[src/rtl/core/kic_pkg.sv]
// Shared types and constants for the keypad integer calculator.
// No dependencies; compiled first.
`default_nettype none
package kic_pkg;

	localparam int DATA_W     = 32;
	localparam int LIMIT_W    = 31;
	localparam int BCD_W      = 40;
	localparam int CNT_W      = 4;
	localparam int DIGITS_DEF = 10;

	localparam logic [LIMIT_W-1:0] LIMIT_RST = 31'd99999999;
	localparam logic [DATA_W-1:0]  PCT_DIV   = 32'd100;
	localparam logic [3:0]         DIGIT_MAX = 4'd9;

	typedef enum logic [3:0] {
		ACT_DIGIT   = 4'd0,
		ACT_ADD     = 4'd1,
		ACT_SUB     = 4'd2,
		ACT_MUL     = 4'd3,
		ACT_DIV     = 4'd4,
		ACT_EQUALS  = 4'd5,
		ACT_CLEAR   = 4'd6,
		ACT_NEGATE  = 4'd7,
		ACT_PERCENT = 4'd8
	} action_t;

	typedef enum logic [2:0] {
		OP_NONE = 3'd0,
		OP_ADD  = 3'd1,
		OP_SUB  = 3'd2,
		OP_MUL  = 3'd3,
		OP_DIV  = 3'd4
	} op_t;

	typedef enum logic [2:0] {
		ST_IDLE,
		ST_DIV,
		ST_CONV_START,
		ST_CONV,
		ST_HOLD
	} state_t;

endpackage
`default_nettype wire

[src/rtl/core/kic_if.sv]
// Handshake channels for key actions and display results.
// Depends on kic_pkg for field widths.
`default_nettype none
interface kic_key_if;
	logic       valid;
	logic       ready;
	logic [3:0] action;
	logic [3:0] digit_value;

	modport source (output valid, action, digit_value, input ready);
	modport sink (input valid, action, digit_value, output ready);
endinterface

interface kic_show_if
	import kic_pkg::*;
	();
	logic                     valid;
	logic                     ready;
	logic signed [DATA_W-1:0] shown_value;
	logic                     shown_negative;
	logic [BCD_W-1:0]         shown_bcd;
	logic [CNT_W-1:0]         shown_digit_count;

	modport source (output valid, shown_value, shown_negative, shown_bcd, shown_digit_count,
		input ready);
	modport sink (input valid, shown_value, shown_negative, shown_bcd, shown_digit_count,
		output ready);
endinterface
`default_nettype wire

[src/rtl/core/kic_div.sv]
// Iterative signed truncating divider, one quotient bit per cycle.
// Depends on kic_pkg.
`default_nettype none
module kic_div
	import kic_pkg::*;
(
	input  wire logic              clk,
	input  wire logic              arst_n,
	input  wire logic              start,
	input  wire logic [DATA_W-1:0] dividend,
	input  wire logic [DATA_W-1:0] divisor,
	output logic                   done,
	output logic [DATA_W-1:0]      quotient
);
	localparam int DIV_CNT_W = $clog2(DATA_W);
	localparam logic [DIV_CNT_W-1:0] CNT_LAST = DIV_CNT_W'(DATA_W - 1);

	logic                 busy_q;
	logic                 done_q;
	logic [DIV_CNT_W-1:0] cnt_q;
	logic [DATA_W-1:0]    rem_q;
	logic [DATA_W-1:0]    quo_q;
	logic [DATA_W-1:0]    mb_q;
	logic                 neg_q;
	logic [DATA_W:0]      shifted;
	logic [DATA_W:0]      diff;
	logic                 ge;

	assign shifted = {rem_q, quo_q[DATA_W-1]};
	assign diff    = shifted - {1'b0, mb_q};
	assign ge      = shifted >= {1'b0, mb_q};

	always_ff @(posedge clk or negedge arst_n) begin
		if (!arst_n) begin
			busy_q <= 1'b0;
			done_q <= 1'b0;
			cnt_q  <= '0;
		end else begin
			done_q <= busy_q && (cnt_q == CNT_LAST);
			if (start) begin
				busy_q <= 1'b1;
				cnt_q  <= '0;
			end else if (busy_q) begin
				cnt_q <= cnt_q + 1'b1;
				if (cnt_q == CNT_LAST) begin
					busy_q <= 1'b0;
				end
			end
		end
	end

	always_ff @(posedge clk) begin
		if (start) begin
			rem_q <= '0;
			quo_q <= dividend[DATA_W-1] ? (DATA_W'(0) - dividend) : dividend;
			mb_q  <= divisor[DATA_W-1] ? (DATA_W'(0) - divisor) : divisor;
			neg_q <= dividend[DATA_W-1] ^ divisor[DATA_W-1];
		end else if (busy_q) begin
			rem_q <= ge ? diff[DATA_W-1:0] : shifted[DATA_W-1:0];
			quo_q <= {quo_q[DATA_W-2:0], ge};
		end
	end

	assign done     = done_q;
	assign quotient = neg_q ? (DATA_W'(0) - quo_q) : quo_q;

endmodule
`default_nettype wire

[src/rtl/core/kic_bcd.sv]
// Shift-and-add-3 binary to BCD converter, one input bit per cycle,
// plus the significant digit count. Depends on kic_pkg.
`default_nettype none
module kic_bcd
	import kic_pkg::*;
#(
	parameter int DIGITS = DIGITS_DEF
) (
	input  wire logic                clk,
	input  wire logic                arst_n,
	input  wire logic                start,
	input  wire logic [DATA_W-1:0]   mag,
	output logic                     done,
	output logic [4*DIGITS-1:0]      bcd,
	output logic [CNT_W-1:0]         count
);
	localparam int BCD_CNT_W = $clog2(DATA_W);
	localparam logic [BCD_CNT_W-1:0] CNT_LAST = BCD_CNT_W'(DATA_W - 1);

	logic                 busy_q;
	logic                 done_q;
	logic [BCD_CNT_W-1:0] cnt_q;
	logic [DATA_W-1:0]    bin_q;
	logic [4*DIGITS-1:0]  bcd_q;
	logic [4*DIGITS-1:0]  adj;

	always_comb begin
		for (int i = 0; i < DIGITS; i++) begin
			adj[4*i +: 4] = (bcd_q[4*i +: 4] >= 4'd5) ? (bcd_q[4*i +: 4] + 4'd3)
				: bcd_q[4*i +: 4];
		end
	end

	always_ff @(posedge clk or negedge arst_n) begin
		if (!arst_n) begin
			busy_q <= 1'b0;
			done_q <= 1'b0;
			cnt_q  <= '0;
		end else begin
			done_q <= busy_q && (cnt_q == CNT_LAST);
			if (start) begin
				busy_q <= 1'b1;
				cnt_q  <= '0;
			end else if (busy_q) begin
				cnt_q <= cnt_q + 1'b1;
				if (cnt_q == CNT_LAST) begin
					busy_q <= 1'b0;
				end
			end
		end
	end

	always_ff @(posedge clk) begin
		if (start) begin
			bin_q <= mag;
			bcd_q <= '0;
		end else if (busy_q) begin
			// top digit carry is dropped: result is mag mod 10^DIGITS
			bcd_q <= {adj[4*DIGITS-2:0], bin_q[DATA_W-1]};
			bin_q <= {bin_q[DATA_W-2:0], 1'b0};
		end
	end

	always_comb begin
		count = CNT_W'(1);
		for (int i = 0; i < DIGITS; i++) begin
			if (bcd_q[4*i +: 4] != 4'd0) begin
				count = CNT_W'(i + 1);
			end
		end
	end

	assign done = done_q;
	assign bcd  = bcd_q;

endmodule
`default_nettype wire

[src/rtl/core/keypad_integer_calculator.sv]
// Keypad integer calculator top level: key sequencer, registers, result slot.
// Depends on kic_pkg, kic_if, kic_div and kic_bcd.
//
//  channel | dir | handshake         | payload
//  key     | in  | valid/ready       | action, digit_value
//  show    | out | valid/ready       | shown_value, shown_negative, shown_bcd, shown_digit_count
//  cfg     | in  | cfg_we (no ready) | cfg_wdata = entry_limit
//
// A key is held off until the sequencer is idle again after the 32-step BCD converter;
// a pending divide by a nonzero entry, and percent, first pass through the 32-step
// divider. The result is loaded in the cycle before the next key can go.
// key.ready is high only while the sequencer is idle; one result waits in
// the output register while the next key is taken. A stalled show channel
// holds the sequencer once a second result is ready.
// arst_n clears all control state and sets entry_limit to 99999999.
`default_nettype none
module keypad_integer_calculator
	import kic_pkg::*;
#(
	parameter int DECIMAL_DIGITS = DIGITS_DEF
) (
	input  wire logic               clk,
	input  wire logic               arst_n,
	kic_key_if.sink                 key,
	kic_show_if.source              show,
	input  wire logic               cfg_we,
	input  wire logic [LIMIT_W-1:0] cfg_wdata
);
	state_t               state_q, state_d;
	logic [LIMIT_W-1:0]   limit_q;
	logic [DATA_W-1:0]    acc_q;
	logic [DATA_W-1:0]    entry_q;
	op_t                  pending_q;
	logic                 fresh_q;
	logic                 div_to_acc_q;

	logic                 out_valid_q;
	logic [DATA_W-1:0]    out_value_q;
	logic                 out_neg_q;
	logic [BCD_W-1:0]     out_bcd_q;
	logic [CNT_W-1:0]     out_cnt_q;

	action_t              act;
	logic                 key_xfer;
	logic                 is_apply;
	logic                 div_start;
	logic [DATA_W-1:0]    div_a;
	logic [DATA_W-1:0]    div_b;
	logic                 div_done;
	logic [DATA_W-1:0]    div_q;
	logic                 bcd_start;
	logic                 bcd_done;
	logic [4*DECIMAL_DIGITS-1:0] bcd_res;
	logic [CNT_W-1:0]     bcd_cnt;
	logic [DATA_W-1:0]    mag;
	logic                 slot_free;
	logic                 out_load;
	logic                 key_ready;

	logic signed [DATA_W+3:0] base_x;
	logic signed [DATA_W+3:0] digit_x;
	logic [DATA_W-1:0]        digit_res;
	logic [DATA_W-1:0]        mul_res;
	logic [DATA_W-1:0]        apply_res;

	assign act      = action_t'(key.action);
	assign key_xfer = key.valid && key_ready;
	assign is_apply = (act == ACT_ADD) || (act == ACT_SUB) || (act == ACT_MUL)
		|| (act == ACT_DIV) || (act == ACT_EQUALS);
	assign div_start = key_xfer && ((is_apply && (pending_q == OP_DIV) && (entry_q != '0))
		|| (act == ACT_PERCENT));
	assign div_a = (act == ACT_PERCENT) ? entry_q : acc_q;
	assign div_b = (act == ACT_PERCENT) ? PCT_DIV : entry_q;

	// digit entry: exact base*10+d, then clamp
	assign base_x  = fresh_q ? '0 : $signed({{4{entry_q[DATA_W-1]}}, entry_q});
	assign digit_x = (base_x <<< 3) + (base_x <<< 1)
		+ $signed({{DATA_W{1'b0}}, key.digit_value});

	always_comb begin
		if (digit_x > $signed({5'b0, limit_q})) begin
			digit_res = DATA_W'(limit_q);
		end else if (digit_x < $signed({4'hF, 1'b1, {(DATA_W-1){1'b0}}})) begin
			digit_res = {1'b1, {(DATA_W-1){1'b0}}};
		end else begin
			digit_res = digit_x[DATA_W-1:0];
		end
	end

	assign mul_res = acc_q * entry_q;

	always_comb begin
		unique case (pending_q)
			OP_ADD:  apply_res = acc_q + entry_q;
			OP_SUB:  apply_res = acc_q - entry_q;
			OP_MUL:  apply_res = mul_res;
			OP_DIV:  apply_res = acc_q;
			default: apply_res = entry_q;
		endcase
	end

	assign mag = entry_q[DATA_W-1] ? (DATA_W'(0) - entry_q) : entry_q;

	kic_div u_div (
		.clk      (clk),
		.arst_n   (arst_n),
		.start    (div_start),
		.dividend (div_a),
		.divisor  (div_b),
		.done     (div_done),
		.quotient (div_q)
	);

	kic_bcd #(
		.DIGITS (DECIMAL_DIGITS)
	) u_bcd (
		.clk    (clk),
		.arst_n (arst_n),
		.start  (bcd_start),
		.mag    (mag),
		.done   (bcd_done),
		.bcd    (bcd_res),
		.count  (bcd_cnt)
	);

	assign slot_free = !out_valid_q || show.ready;

	always_comb begin
		state_d = state_q;
		unique case (state_q)
			ST_IDLE: begin
				if (key_xfer) begin
					state_d = div_start ? ST_DIV : ST_CONV_START;
				end
			end
			ST_DIV: begin
				if (div_done) begin
					state_d = ST_CONV_START;
				end
			end
			ST_CONV_START: state_d = ST_CONV;
			ST_CONV: begin
				if (bcd_done) begin
					state_d = slot_free ? ST_IDLE : ST_HOLD;
				end
			end
			ST_HOLD: begin
				if (slot_free) begin
					state_d = ST_IDLE;
				end
			end
			default: state_d = ST_IDLE;
		endcase
	end

	always_comb begin
		key_ready = (state_q == ST_IDLE);
		bcd_start = (state_q == ST_CONV_START);
		out_load  = ((state_q == ST_CONV) && bcd_done && slot_free)
			|| ((state_q == ST_HOLD) && slot_free);
	end

	assign key.ready = key_ready;

	always_ff @(posedge clk or negedge arst_n) begin
		if (!arst_n) begin
			state_q      <= ST_IDLE;
			limit_q      <= LIMIT_RST;
			acc_q        <= '0;
			entry_q      <= '0;
			pending_q    <= OP_NONE;
			fresh_q      <= 1'b1;
			div_to_acc_q <= 1'b0;
			out_valid_q  <= 1'b0;
		end else begin
			state_q <= state_d;
			if (cfg_we) begin
				limit_q <= cfg_wdata;
			end
			if (key_xfer) begin
				unique case (act)
					ACT_DIGIT: begin
						if (key.digit_value <= DIGIT_MAX) begin
							entry_q <= digit_res;
							fresh_q <= 1'b0;
						end
					end
					ACT_ADD, ACT_SUB, ACT_MUL, ACT_DIV, ACT_EQUALS: begin
						if (!div_start) begin
							acc_q   <= apply_res;
							entry_q <= apply_res;
						end
						div_to_acc_q <= 1'b1;
						pending_q    <= (act == ACT_EQUALS) ? OP_NONE : op_t'(key.action[2:0]);
						fresh_q      <= 1'b1;
					end
					ACT_CLEAR: begin
						acc_q     <= '0;
						entry_q   <= '0;
						pending_q <= OP_NONE;
						fresh_q   <= 1'b1;
					end
					ACT_NEGATE: entry_q <= DATA_W'(0) - entry_q;
					ACT_PERCENT: div_to_acc_q <= 1'b0;
					default: ;
				endcase
			end
			if ((state_q == ST_DIV) && div_done) begin
				entry_q <= div_q;
				if (div_to_acc_q) begin
					acc_q <= div_q;
				end
			end
			if (out_load) begin
				out_valid_q <= 1'b1;
			end else if (show.ready) begin
				out_valid_q <= 1'b0;
			end
		end
	end

	always_ff @(posedge clk) begin
		if (out_load) begin
			out_value_q <= entry_q;
			out_neg_q   <= entry_q[DATA_W-1];
			out_bcd_q   <= BCD_W'(bcd_res);
			out_cnt_q   <= bcd_cnt;
		end
	end

	assign show.valid             = out_valid_q;
	assign show.shown_value       = $signed(out_value_q);
	assign show.shown_negative    = out_neg_q;
	assign show.shown_bcd         = out_bcd_q;
	assign show.shown_digit_count = out_cnt_q;

endmodule
`default_nettype wire
[src/flat_wrapper.sv]
// flat-port wrapper written by rule: the top's interface ports become plain ports
module keypad_integer_calculator_flat import kic_pkg::*;
#(
	parameter int DECIMAL_DIGITS = DIGITS_DEF
)
  (clk, arst_n, cfg_we, cfg_wdata, key_valid, key_action, key_digit_value, key_ready, show_valid, show_shown_value, show_shown_negative, show_shown_bcd, show_shown_digit_count, show_ready);
  kic_key_if key_i ();
  kic_show_if show_i ();
  input  wire logic clk;
  input  wire logic arst_n;
  input  wire logic cfg_we;
  input  wire logic [LIMIT_W-1:0] cfg_wdata;
  input wire logic [$bits(key_i.valid)-1:0] key_valid;
  input wire logic [$bits(key_i.action)-1:0] key_action;
  input wire logic [$bits(key_i.digit_value)-1:0] key_digit_value;
  output wire logic [$bits(key_i.ready)-1:0] key_ready;
  output wire logic [$bits(show_i.valid)-1:0] show_valid;
  output wire logic [$bits(show_i.shown_value)-1:0] show_shown_value;
  output wire logic [$bits(show_i.shown_negative)-1:0] show_shown_negative;
  output wire logic [$bits(show_i.shown_bcd)-1:0] show_shown_bcd;
  output wire logic [$bits(show_i.shown_digit_count)-1:0] show_shown_digit_count;
  input wire logic [$bits(show_i.ready)-1:0] show_ready;
  assign key_i.valid = key_valid;
  assign key_i.action = key_action;
  assign key_i.digit_value = key_digit_value;
  assign key_ready = key_i.ready;
  assign show_valid = show_i.valid;
  assign show_shown_value = show_i.shown_value;
  assign show_shown_negative = show_i.shown_negative;
  assign show_shown_bcd = show_i.shown_bcd;
  assign show_shown_digit_count = show_i.shown_digit_count;
  assign show_i.ready = show_ready;
  keypad_integer_calculator #(.DECIMAL_DIGITS(DECIMAL_DIGITS)) u_core (.clk(clk), .arst_n(arst_n), .key(key_i), .show(show_i), .cfg_we(cfg_we), .cfg_wdata(cfg_wdata));
endmodule
[config.mk]
export PLATFORM = sky130hd
export DESIGN_NAME = keypad_integer_calculator_flat
export DESIGN_NICKNAME = d
export VERILOG_FILES = /design/src/rtl/core/kic_pkg.sv /design/src/rtl/core/kic_if.sv /design/src/rtl/core/kic_div.sv /design/src/rtl/core/kic_bcd.sv /design/src/rtl/core/keypad_integer_calculator.sv /design/src/flat_wrapper.sv
export SDC_FILE = /design/constraint.sdc
export NUM_CORES = 2
export LEC_CHECK = 0
export BUFFER_PORTS_ARGS = -buffer_cell sky130_fd_sc_hd__buf_2
export CORE_MARGIN = 2
export CORE_UTILIZATION = 55
export DETAILED_ROUTE_END_ITERATION = 12
export PLACE_DENSITY = 0.86
export SLEW_MARGIN = 20
export SYNTH_ARGS = -nofsm -noshare
export SYNTH_HDL_FRONTEND = slang
export SYNTH_HIERARCHICAL = 1
export SYNTH_SLANG_ARGS = --single-unit
[constraint.sdc]
create_clock -name clk -period 7.1 [get_ports clk]
set_input_delay 0.355 -clock clk [delete_from_list [all_inputs] [get_ports clk]]
set_output_delay 0.355 -clock clk [all_outputs]
set_load 0.02 [all_outputs]
== Yosys cells after proc, flatten, opt, wreduce, memory -nomap -nowiden ==
Index checks and enable logic that the tools add are counted.
Word-level totals
  flip-flop bits (word level): 364
  input bits: 44
  word-level logic and storage cells: 201
Operators by class
  add/subtract/negate cells: 21
  $mul: 1
  $lt $le $gt $ge: 14
  eq/ne operators: 25
  muxes and demuxes: 67
  bitwise operators: 1
  reduce and logical (&&, ||, !) cells: 46
Operators with widths (number)
  2-to-1 mux 32 bit: 20
  one-hot mux 32 bit (4 select lines): 2
  subtractor 1 x 32 -> 32 bit, first input constant: 4
  one-hot mux 32 bit (2 select lines): 1
  subtractor 32 bit: 2
  2-to-1 mux 4 bit: 13
  >= comparator 4 x 3 -> 1 bit, second input constant: 10
  adder 36 bit: 1
  adder 36 x 5 -> 36 bit: 1
  adder 4 x 2 -> 4 bit, second input constant: 9
  greater-than comparator 36 x 32 -> 1 bit: 1
  less-than comparator 36 x 32 -> 1 bit, second input constant: 1
  nonzero test 4 bit: 9
  2-to-1 mux 35 bit: 1
  >= comparator 33 x 32 -> 1 bit: 1
  adder 32 bit: 1
  multiplier 32 x 32 -> 32 bit: 1
  nonzero test 32 bit: 1
  2-to-1 mux 31 bit: 1
  2-to-1 mux 3 bit: 7
  2-to-1 mux 5 bit: 4
  == test 4 x 3 -> 1 bit, second input constant: 4
  one-hot mux 3 bit (5 select lines): 1
  nonzero test 2 bit: 7
  31 further kinds: 72

== Depth between registers and ports, before layout ==
  depth in word-level cells: 14
  gate-level depth with buffers: 31
  mapped depth without buffers: 29

== Hierarchy ==
The synthesis kept the hierarchy.
Modules (own cells, without submodules)
  keypad_integer_calculator: times used 1, cells an instance 3735, area each 31655.4 sq um
  kic_div: times used 1, cells an instance 915, area each 7980.2 sq um
  kic_bcd: times used 1, cells an instance 379, area each 4031.4 sq um

== Worst setup path after synthesis ==
Ideal clock, no wire load.
  kind: register to register
  start: register u_core.entry_q[9]
  end: register u_core.entry_q[31]
  setup time: 0.086 ns
  arrival time: 7.443 ns
  required time: 7.014 ns
  path slack: -0.428 ns
  stages on the path, launching flop included: 30
  path buffers: 3
  path through: dfrtp_1 clkbuf_1 clkbuf_1 buf_1 nand2_1 fa_1 inv_1 fa_1 fa_1 inv_1 fa_1 inv_1 fa_1 fa_1 fa_1 inv_1 fa_1 inv_1 ha_1 a21o_1 a21o_1 a21o_1 a21oi_1 nor2_1 a211oi_1 a21oi_1 o21a_1 nor3_1 o221ai_1 a32oi_1
Between the ends
  longest elaborated chain between the ends: 10
  elaborated cells on any way between the ends: 23
RTL lines
  from (decl): line keypad_integer_calculator.sv:32  | logic [DATA_W-1:0] entry_q;
  from (signal assigned): line keypad_integer_calculator.sv:184  | entry_q <= digit_res;
  from (signal assigned): line keypad_integer_calculator.sv:191  | entry_q <= apply_res;
  from (signal assigned): line keypad_integer_calculator.sv:203  | ACT_NEGATE: entry_q <= DATA_W'(0) - entry_q;
  2-to-1 mux 35 bit: line keypad_integer_calculator.sv:76  | assign base_x = fresh_q ? '0 : $signed({{4{entry_q[DATA_W-1]}}, entry_q});
  adder 36 bit: line keypad_integer_calculator.sv:77  | assign digit_x = (base_x <<< 3) + (base_x <<< 1)
  adder 36 x 5 -> 36 bit: line keypad_integer_calculator.sv:78  | + $signed({{DATA_W{1'b0}}, key.digit_value});
  less-than comparator 36 x 32 -> 1 bit: line keypad_integer_calculator.sv:83  | end else if (digit_x < $signed({4'hF, 1'b1, {(DATA_W-1){1'b0}}})) begin
  2-to-1 mux 32 bit: line keypad_integer_calculator.sv:83
  2-to-1 mux 32 bit: line keypad_integer_calculator.sv:81  | if (digit_x > $signed({5'b0, limit_q})) begin
  2-to-1 mux 32 bit: line keypad_integer_calculator.sv:183  | if (key.digit_value <= DIGIT_MAX) begin
  one-hot mux 32 bit (4 select lines): line keypad_integer_calculator.sv:181  | unique case (act)
  2-to-1 mux 32 bit: line keypad_integer_calculator.sv:180  | if (key_xfer) begin
  2-to-1 mux 32 bit: line keypad_integer_calculator.sv:208  | if ((state_q == ST_DIV) && div_done) begin
Several ways; a longest one is shown, not always the timed one. The select of a mux whose other input is x is not followed.
A chain may end at the register's enable or synchronous reset.

== Worst setup path after layout ==
  start: register u_core.acc_q[10]
  end: register u_core.entry_q[27]
Between the ends
  longest elaborated chain between the ends: 6
  elaborated cells on any way between the ends: 8
RTL lines
  from (decl): line keypad_integer_calculator.sv:31  | logic [DATA_W-1:0] acc_q;
  from (signal assigned): line keypad_integer_calculator.sv:190  | acc_q <= apply_res;
  from (signal assigned): line keypad_integer_calculator.sv:211  | acc_q <= div_q;
  multiplier 32 x 32 -> 32 bit, or another cell as far along: line keypad_integer_calculator.sv:90  | assign mul_res = acc_q * entry_q;
  one-hot mux 32 bit (4 select lines) *: line keypad_integer_calculator.sv:93  | unique case (pending_q)
  2-to-1 mux 32 bit *: line keypad_integer_calculator.sv:189  | if (!div_start) begin
  one-hot mux 32 bit (4 select lines) *: line keypad_integer_calculator.sv:181
  2-to-1 mux 32 bit *: line keypad_integer_calculator.sv:180
  2-to-1 mux 32 bit *: line keypad_integer_calculator.sv:208
  to (signal assigned): line keypad_integer_calculator.sv:184
  to (signal assigned): line keypad_integer_calculator.sv:191
  to (signal assigned): line keypad_integer_calculator.sv:209  | entry_q <= div_q;
Mark *: on every way between the ends. The rest lies on a longest branch, timed or not. The select of a mux whose other input is x is not followed.

==> metrics.cfg <==
[run_status]
outcome = finished with violations
violations = negative setup slack

[layout]
fillers = 6091
drive_gt1_share_pct = 18.3
area_delta_synth_final_pct = 17.1
design_area_mm2 = 0.0512
finalNetCount = 6096

[min_path]
hp-start = key_action[0]
hold_path_class = input pin to flip-flop

[cts]
cts_sinks = 363
cts_tree = built
clockBufferDepth = 3
clock_latency_ns = 0.63
cts-root-buf = clkbuf_16
htree_levels = 2
cts_buffers = 43
clk_pin_slew_ns = 0.07

[grt]
met2_usage_pct = 59.8
met1_usage_pct = 48.8
grt-busiest-layer = met2
grt_max_degree = 69
grtUsageMet3_pct = 11.1
grt_pass1_wl_um = 246000
grt_pass1_vias = 41200
antenna_found_initial = 10
overflow = 0
gr-usage-all-layers_pct = 39.7

[detailed_routing]
wl_per_cell_um = 25.5
num_vias = 40600
drc = 0
drt.antenna.violating_nets = 0
dr.pass1.iters = 9
vias_per_cell = 6.33
drt_iter0_drc = 4901
wirelength_um = 163000

[logic_synthesis]
synth_area_mm2 = 0.0437
synth_area_leaders = fa_1 19%, edfxtp_1 12%, ha_1 8.9%
synth_edf_count = 173
synth.net_count = 5796
synth_top_area_share_pct = 18.9
synth_area_per_cell_um2 = 8.68
synth_async_sr_flop_share_pct = 32.5
ys_seq_elements = 363
synth.largest_area_cell = fa_1
synth.most_common_cell = nand2_1
ys_seq_area_share_pct = 22.0
syn_inst = 5029
synth_cell_types = 104
ys_warn_count = 6
synthFlopType = edfxtp_1
synthTopCellsByCount = 581 x nand2_1, 580 x inv_1, 412 x fa_1, 359 x and2_1, 311 x ha_1

[timing]
finalSetupViolCount = 23
fin_skew_ns = 0.0404
worstMarginPinSlew_ns = 1.28
drv_slew = 0
rsz0062_at_grt = yes
period_share_pct = 103
finalCriticalPeriod_ns = 7.28
finalWorstSetupSlack_ns = -0.178
fin_worst_hold_slack_ns = 0.0274
max_freq_mhz = 137
hold_viol_final = 0
slew_headroom_pct = 12.4

[floorplan]
core_mm2 = 0.0787
initial_core_util_pct = 55.5
ioPinCount = 123
die_w_um = 286
dieArea_mm2 = 0.0817
fp-row-count = 103
die_h_um = 286

[job]
maxCapViolations = 0

[setup_path]
crit_fanout = 6
critPathCaptureType = flip-flop
reg2reg_from = u_core/acc_q[10]$_DFF_PN0_
crit_path_start_kind = flip-flop
worstSetupStartpoint = u_core/acc_q[10]$_DFF_PN0_
required_ns = 7.58
worstSetupPathType = flip-flop to flip-flop
arrival_ns = 7.76

[placed_design]
hpwlAfterDp_um = 121000
place_congestion = 1.09
numPortBuffers = 122
placed_area_mm2 = 0.0477

[area by class of cell]
cell class              instances  area, um2  area share [%]
well taps                    1050       1310            2.57
flip-flops and latches        363       9630            18.8
inverters                     584       2190            4.29
multi-input cells            3780      32100            62.7
diodes                          6       15.0          0.0294
clock inverters                26        268           0.523
repair buffers                557       4520            8.83
clock buffers                  52       1140            2.23
[logic make-up after synthesis]
group                    Yosys count  synth area share (%)
multiplexers                      58                  1.46
adder cells (fa/ha/maj)          724                  27.8
AND/OR/NAND/NOR                 1671                  19.3
buffers and inverters            886                  7.71
AO/OA/AOI/OAI                    975                  14.7
XOR/XNOR                         352                  7.06
flip-flops                       363                  22.0
[critical path, cell delays in order (launching register included)]
cell	delay (ns)
dfrtp_2	0.45
buf_12	0.16
and2_4	0.16
fa_2	0.56
fa_2	0.46
fa_1	0.60
inv_2	0.05
fa_1	0.54
inv_1	0.05
fa_1	0.53
ha_4	0.22
fa_1	0.48
inv_1	0.05
fa_1	0.51
inv_2	0.06
ha_4	0.30
nand2_2	0.09
nor2_4	0.16
nand3_2	0.11
o31ai_4	0.34
buf_6	0.19
a21boi_4	0.08
o211a_1	0.23
o21ai_2	0.15
o211ai_1	0.21
a221oi_2	0.30
a21oi_1	0.10
[per-stage QoR]
stage | instances | utilization (%) | setup TNS, ns | worst slack, ns
floorplan | 5029 | - | -0.0337 | -0.0337
global placement | 6268 | 60.5 | -6.18 | -0.389
detailed placement | 6268 | 60.5 | -9.59 | -0.498
CTS | 6401 | 63.9 | -1.04 | -0.157
global route | 6415 | 65.0 | -6.91 | -0.368
finish | 6418 | 65.0 | -2.49 | -0.178
[worst paths after layout]
path | end | slack, ns | depth (start not counted)
max in group asynchronous | u_core/acc_q[14]$_DFF_PN0_ | 4.90 | 4
worst max register to register | u_core/entry_q[27]$_DFFE_PN0P_ | -0.18 | 26
worst min register to register | u_core/show.shown_bcd[37]$_DFFE_PP_ | 0.47 | 0
worst max-delay path | u_core/entry_q[27]$_DFFE_PN0P_ | -0.18 | 26
worst min-delay path | u_core/pending_q[2]$_DFFE_PN0P_ | 0.03 | 2
min in group asynchronous | u_core/u_bcd/cnt_q[1]$_DFFE_PN0P_ | 0.35 | 2
[metal layers]
metal / wire [um] / share of wire [%]
met5: 36 / 0.022
met3: 20100 / 12
met4: 14500 / 8.8
met2: 70700 / 43
met1: 58200 / 36
[layout by cell type, fill, tap and decap left out, types with 88 or more instances in the layout]
| master | count |
|---|---|
| nor2_1 | 234 |
| edfxtp_1 | 173 |
| ha_1 | 282 |
| nand3_1 | 88 |
| nand2_1 | 576 |
| fa_1 | 388 |
| xnor2_1 | 238 |
| buf_4 | 352 |
| a21oi_1 | 195 |
| xor2_1 | 104 |
| o21ai_0 | 234 |
| inv_1 | 547 |
| buf_2 | 121 |
| and2_1 | 336 |
[timing repair]
action                                  4_1_cts  5_1_grt
buffers inserted                             24       13
hold endpoints to repair                     68        0
hold buffers                                 28        0
gates resized for setup                     159      164
endpoints found under the setup margin       39       43
pin swaps                                   164      122
gates cloned                                  6        0
Power is not shown: default switching activity piles up to over one toggle a cycle in this logic, so the estimate is an artifact.
